<file path="src/hw/rtl/sgb_pkg.sv">
// Shared constants and types for the separable Gaussian blur.
// Used by every module of the block but sgb_ram; depends on nothing.
package sgb_pkg;

  localparam int DEF_MAX_RADIUS = 3;
  localparam int DEF_MAX_WIDTH  = 1024;
  localparam int DEF_MAX_HEIGHT = 1024;

  localparam int PIX_W      = 8;
  localparam int SUM_W      = 16;
  localparam int COEF_W     = 17;
  localparam int NUM_COEF   = 4;
  localparam int DIM_W      = 11;
  localparam int RAD_W      = 2;
  localparam int CFG_DATA_W = 17;
  localparam int CFG_IDX_W  = 3;

  localparam logic [DIM_W-1:0]  RST_WIDTH  = 11'd640;
  localparam logic [DIM_W-1:0]  RST_HEIGHT = 11'd480;
  localparam logic [RAD_W-1:0]  RST_RADIUS = 2'd2;
  localparam logic [COEF_W-1:0] RST_COEF0  = 17'd26386;
  localparam logic [COEF_W-1:0] RST_COEF1  = 17'd16004;
  localparam logic [COEF_W-1:0] RST_COEF2  = 17'd3571;
  localparam logic [COEF_W-1:0] RST_COEF3  = 17'd0;

  typedef enum logic [CFG_IDX_W-1:0] {
    REG_WIDTH  = 3'd0,
    REG_HEIGHT = 3'd1,
    REG_RADIUS = 3'd2,
    REG_COEF0  = 3'd3,
    REG_COEF1  = 3'd4,
    REG_COEF2  = 3'd5,
    REG_COEF3  = 3'd6
  } sgb_reg_t;

  typedef logic [NUM_COEF-1:0][COEF_W-1:0] sgb_coef_t;

  typedef struct packed {
    logic frame_end;
    logic run_last;
  } sgb_tag_t;

endpackage

</file>
<file path="src/hw/rtl/sgb_row_filter.sv">
// Horizontal filter: one row sum in Q8.8 from the pixel window.
// Depends on sgb_pkg.
module sgb_row_filter
  import sgb_pkg::*;
#(
  parameter int MAX_RADIUS = DEF_MAX_RADIUS,
  parameter int MAX_WIDTH  = DEF_MAX_WIDTH
) (
  input  logic [2*MAX_RADIUS:0][PIX_W-1:0]   window,
  input  logic [$clog2(MAX_WIDTH)-1:0]       col,
  input  logic [$clog2(MAX_WIDTH)-1:0]       x,
  input  logic [$clog2(MAX_RADIUS+1)-1:0]    radius,
  input  sgb_coef_t                          coef,
  input  logic                               drain,
  output logic [SUM_W-1:0]                   h
);

  localparam int TAPS = 2 * MAX_RADIUS + 1;
  localparam int XW   = $clog2(MAX_WIDTH);
  localparam int IW   = $clog2(TAPS);
  localparam int RADW = $clog2(MAX_RADIUS + 1);
  localparam int PW   = PIX_W + COEF_W;
  localparam int RSW  = PW + $clog2(TAPS) + 1;

  logic [TAPS-1:0][PW-1:0] prod;
  logic [RSW-1:0]          sum;
  logic [RSW-1:0]          rnd;

  for (genvar t = 0; t < TAPS; t++) begin : g_tap
    localparam int K = t - MAX_RADIUS;
    localparam int D = (K < 0) ? -K : K;
    logic [COEF_W-1:0]    w;
    logic signed [XW+1:0] j;
    logic [XW+1:0]        idx;
    logic [PIX_W-1:0]     pix;

    if (D < NUM_COEF) begin : g_w
      assign w = coef[D];
    end else begin : g_z
      assign w = '0;
    end

    // Clamp the tap column to the row, then find its age in the window.
    always_comb begin
      j = $signed({2'b00, x}) + (XW+2)'(K);
      if (j < 0) begin
        j = '0;
      end
      if (j > $signed({2'b00, col})) begin
        j = $signed({2'b00, col});
      end
      idx = {2'b00, col} - $unsigned(j);
      if (idx > (XW+2)'(TAPS - 1)) begin
        idx = (XW+2)'(TAPS - 1);
      end
      pix = window[idx[IW-1:0]];
      prod[t] = (radius >= RADW'(D)) ? PW'(pix * w) : '0;
    end
  end

  always_comb begin
    sum = '0;
    for (int t = 0; t < TAPS; t++) begin
      sum = sum + RSW'(prod[t]);
    end
    rnd = sum + RSW'(128);
    if (drain) begin
      h = '0;
    end else if (rnd[RSW-1:8] > (RSW-8)'(16'hFFFF)) begin
      h = '1;
    end else begin
      h = rnd[SUM_W+7:8];
    end
  end

endmodule

</file>
<file path="config.mk">
export PLATFORM = sky130hd
export DESIGN_NAME = sgb_row_filter
export DESIGN_NICKNAME = d
export VERILOG_FILES = /design/src/hw/rtl/sgb_pkg.sv /design/src/hw/rtl/sgb_row_filter.sv
export SDC_FILE = /design/constraint.sdc
export NUM_CORES = 2
export LEC_CHECK = 0
export CORE_ASPECT_RATIO = 1.1
export CORE_MARGIN = 2
export CORE_UTILIZATION = 30
export DETAILED_ROUTE_END_ITERATION = 16
export DONT_BUFFER_PORTS = 1
export SYNTH_ARGS = -nofsm -noshare
export SYNTH_HDL_FRONTEND = slang
export SYNTH_SLANG_ARGS = --single-unit
</file>
<file path="constraint.sdc">
create_clock -name vclk -period 30.9
set_clock_uncertainty 0.05 [all_clocks]
set_input_delay 6.18 -clock vclk [all_inputs]
set_output_delay 6.18 -clock vclk [all_outputs]
set_load 0.02 [all_outputs]
</file>
**Word-level counts from Yosys, hierarchy flattened**

Cells that the tools add are included.

- Bits in registers: 0
- Bits of input ports: 147
- Output and inout port bits: 16

- Multiplexer cells: 44
- Add/subtract/negate cells: 20
- $lt $le $gt $ge: 33
- $mul: 7

Operators by type and width:

| cell | number |
|---|---|
| $mul 8x17->25 | 7 |
| $mux 25 | 7 |
| $bmux 8 s3 | 7 |
| $mux 12 | 10 |
| $gt 12x11->1 | 7 |
| $gt 12x3->1 const B | 7 |
| $sub 10x12->12 | 7 |
| $add 29x25->29 | 2 |
| $mux 8 | 7 |
| $lt 12x1->1 const B | 3 |
| $lt 11x1->1 const B | 3 |
| $mux 11 | 3 |
| $mux 16 | 2 |
| $add 28x25->29 | 1 |
| $add 29x8->29 const B | 1 |
| $add 27x25->28 | 1 |
| $lt 3x4->1 const B | 7 |
| $add 26x25->27 | 1 |
| $add 25x25->26 | 1 |
| $add 10x2->11 const B | 2 |
| $gt 21x16->1 const B | 1 |
| $mux 3 | 7 |
| $add 11x1->12 const B | 1 |
| $add 11x2->12 const B | 1 |
| 6 further kinds | 8 |

**Logic depth before layout (Yosys ltp)**

- Depth after elaboration: 22
- Gate-level depth with buffers: 76
- Mapped depth without buffers: 69

**Worst setup path after synthesis**

OpenSTA, ideal clock, no wires.

- Kind: input-to-output
- Start: in x[1]
- End: out h[10]
- Stages: 70
- Path buffers: 8
- Data arrival time: 20.653 ns
- Required time: 24.670 ns
- Slack: 4.017 ns
- Cell sequence: clkbuf_1 > inv_1 > ha_1 > nand2_1 > or3_1 > clkbuf_1 > nand2b_1 > nor2_1 > nor2_1 > ha_1 > nor2b_1 > o21a_1 > o21a_1 > o21a_1 > o21a_1 > o21a_1 > o21a_1 > o21ai_0 > [... 34 more ...] > fa_1 > fa_1 > fa_1 > inv_1 > ha_1 > clkbuf_1 > a21o_1 > o21bai_1 > a21oi_1 > nor2b_1 > o21ai_0 > nand2b_1 > a21oi_1 > and4_1 > o21ai_0 > nor3b_2 > buf_2 > a41oi_1

- Word-level cells in the longest chain between the ends: 22

Ends and longest elaborated chain:

| item | line | RTL |
|---|---|---|
| start: declaration | sgb_row_filter.sv:11 | `input logic [$clog2(MAX_WIDTH)-1:0] x,` |
| $add 11x3->12 or $add 11x2->12 (tied branches) | sgb_row_filter.sv:45 | `j = $signed({2'b00, x}) + (XW+2)'(K);` |
| $lt 12x1->1 | sgb_row_filter.sv:46 | `if (j < 0) begin` |
| $mux 12 | sgb_row_filter.sv:46 |  |
| $gt 12x11->1 | sgb_row_filter.sv:49 | `if (j > $signed({2'b00, col})) begin` |
| $mux 12 | sgb_row_filter.sv:49 |  |
| $sub 10x12->12 | sgb_row_filter.sv:52 | `idx = {2'b00, col} - $unsigned(j);` |
| $gt 12x3->1 | sgb_row_filter.sv:53 | `if (idx > (XW+2)'(TAPS - 1)) begin` |
| $mux 3 | sgb_row_filter.sv:53 |  |
| [... 6 more ...] | n/a |  |
| $add 27x25->28 | sgb_row_filter.sv:64 | `sum = sum + RSW'(prod[t]);` |
| $add 28x25->29 | sgb_row_filter.sv:64 |  |
| $add 29x25->29 | sgb_row_filter.sv:64 |  |
| $add 29x25->29 (*) | sgb_row_filter.sv:64 |  |
| $add 29x8->29 (*) | sgb_row_filter.sv:66 | `rnd = sum + RSW'(128);` |
| $gt 21x16->1 | sgb_row_filter.sv:69 | `end else if (rnd[RSW-1:8] > (RSW-8)'(16'hFFFF)) begin` |
| $mux 16 (*) | sgb_row_filter.sv:69 |  |
| $mux 16 (*) | sgb_row_filter.sv:67 | `if (drain) begin` |
| end: declaration | sgb_row_filter.sv:15 | `output logic [SUM_W-1:0] h` |

Every way passes the cells marked *; elsewhere a longest branch is shown, timed or not. The select of a mux whose other input is x is not followed.

**Worst setup path in the final report**

- Start: in x[2]
- End: out h[8]

Same word-level chain as after synthesis.

==> flow_summary.ini <==
[status]
status = complete, no violations

[synthesis]
synth_top_family_by_area = adder cells
synthSimpleGateAreaFrac_pct = 19.7
synth_mux_area_share_pct = 2.74
yosys.area.top_type = fa_1
seq_area_frac_synth_pct = 0
synth_top_area_share_pct = 34.4
ys_top_cells_by_count = 890 x inv_1, 760 x fa_1, 646 x nand2_1, 509 x ha_1, 274 x and2_1
synth_compound_area_share_pct = 15.1
ys_types = 94
syn_area_um2 = 44200
synth_xor_area_share_pct = 3.58
yosysWarningCount = 0
yosys-top-cells-area = fa_1 34%, ha_1 14%, inv_1 7.6%
syn_nets = 6833
synth_area_per_cell_um2 = 8.17
synth_cells = 5417
synth.most_common_cell = inv_1
synth-adder-area-share_pct = 48.8

[timing]
min_period_over_period_pct = 96.3
period_minus_slack_ns = 29.77
relSlewSlack_pct = 9.43
worstMarginPinSlew_ns = 1.35
fin_setup_tns_ns = 0
setup_viol = 0
hold_violations = 0
max_freq_mhz = 33.6
rsz0062_at_grt = false
slew_viol_final = 0

[final_layout]
num-clock-buffers = 0
drive_above_1_share_pct = 3.03
nets = 6658
syn_to_final_growth_pct = 4.16
nFlopsAndLatches = 0
seq_area_um2 = 0

[route]
vias = 38307
avgRoutedWirePerCell_um = 21.0
viasPerCell = 5.33
wirelength_mm = 150
drc = 0
dr.pass1.iters = 6
antenna_left = 0
drt_iter0_markers = 3477

[setup_path]
critPathCaptureType = primary output
worst-path-buf-inv = 5
crit_arrival_ns = 23.54
cpLargestDelayFamily = compound AO/OA/AOI/OAI gates
crit_start = x[2]
slowest_stage = xor2_1
path_common_cell = fa_1
setup.worst_path.start_class = primary input
cp_data_required_time_ns = 24.67
cp_num_cells = 58
critical-path-max-stage-delay_ns = 0.89
worst-setup-path-type = in2out
cp-endpoint = h[8]
crit_fanout = 19

[die]
die_h_um = 407
core_um2 = 146000
die_w_um = 370
io-pin-count = 163
start_util_pct = 30.3
die_area_um2 = 151000
rows = 147

[global_routing]
grt_pass1_vias = 39272
grt_max_degree = 53
grt_pass1_wl_mm = 235
grt.total_usage_pct = 20.0
grt-ovfl-total = 0
antenna_found_initial = 6

[placed_design]
numPortBuffers = 0
dpl.hpwl_mm = 123
gp_congestion = 0.952

[min_path]
hp-class = in2out

[clock_tree]
cts_setup_buffers = 0

[run]
maxCapViolCount = 0
cells by family after synthesis:
family / count (synthesis)
AOI/OAI and AO/OA: 950
xor gates and xnor gates: 179
adders and majority gates: 1269
buffers and inverters: 1133
muxes: 109
and+or+nand+nor: 1777
how the worst min path moves through the flow:
stage               startpoint     to  slack (ns)  cells past startpoint
finish                   drain  h[13]       12.39                      1
global route             drain  h[15]       12.40                      1
CTS                      drain  h[13]       12.39                      1
detailed placement       drain  h[13]       12.39                      1
global placement         drain  h[11]       12.39                      1
floorplan                drain   h[0]       12.64                      2
metrics by stage:
step	util [%]	hold slack, ns	cell area, um^2	instances	setup WS (ns)
6_report	31.5	12.39	46100	7181	1.13
5_1_grt	31.5	12.40	46100	7177	0.0851
4_1_cts	31.5	12.39	46000	7177	1.26
3_5_place_dp	31.5	12.39	46000	7177	1.33
3_3_place_gp	31.5	12.39	46000	7177	1.52
2_1_floorplan	-	12.64	44200	5417	4.02
metal layers:
layer,track usage (%),part of all wire (%),vias to the layer above
met5,0,0.012,-
met4,5.28,3.2,2
met3,3.03,8.0,241
met2,33.1,46,1466
met1,27.1,43,19210
li1,-,-,17388
timing repair:
item | CTS | global route
resized for setup | 0 | 5
endpoints found under the hold margin | 0 | 0
setup endpoints to repair | 0 | 16
hold buffers | 0 | 0
layout make-up:
type	count	area (um^2)
antenna	4	10.0
inverter	900	3380
timing repair buffer	56	420
tap	1937	2420
fill	15551	100000
multi-input combinational	4284	39800
cells in the final DEF, fill, tap and decap left out, drive strengths merged, types with 22 or more instances in the layout:
cell type  count
inv          890
fa           760
nand2        650
ha           509
and2         274
nor2         270
a21oi        237
o21ai        171
nor2b        157
xnor2        102
nor3         100
nand2b        96
mux2i         86
nand3         80
xor2          77
a21o          74
a211oi        73
buf           56
o211ai        54
o21a          43
and3          42
a31oi         41
o2111ai       33
o2111a        32
a211o         28
or3           27
a41oi         23
nand4         22
Power is left out: the tool's default activity adds up to more than one toggle a clock period on the data nets, which glitch-free logic cannot reach.
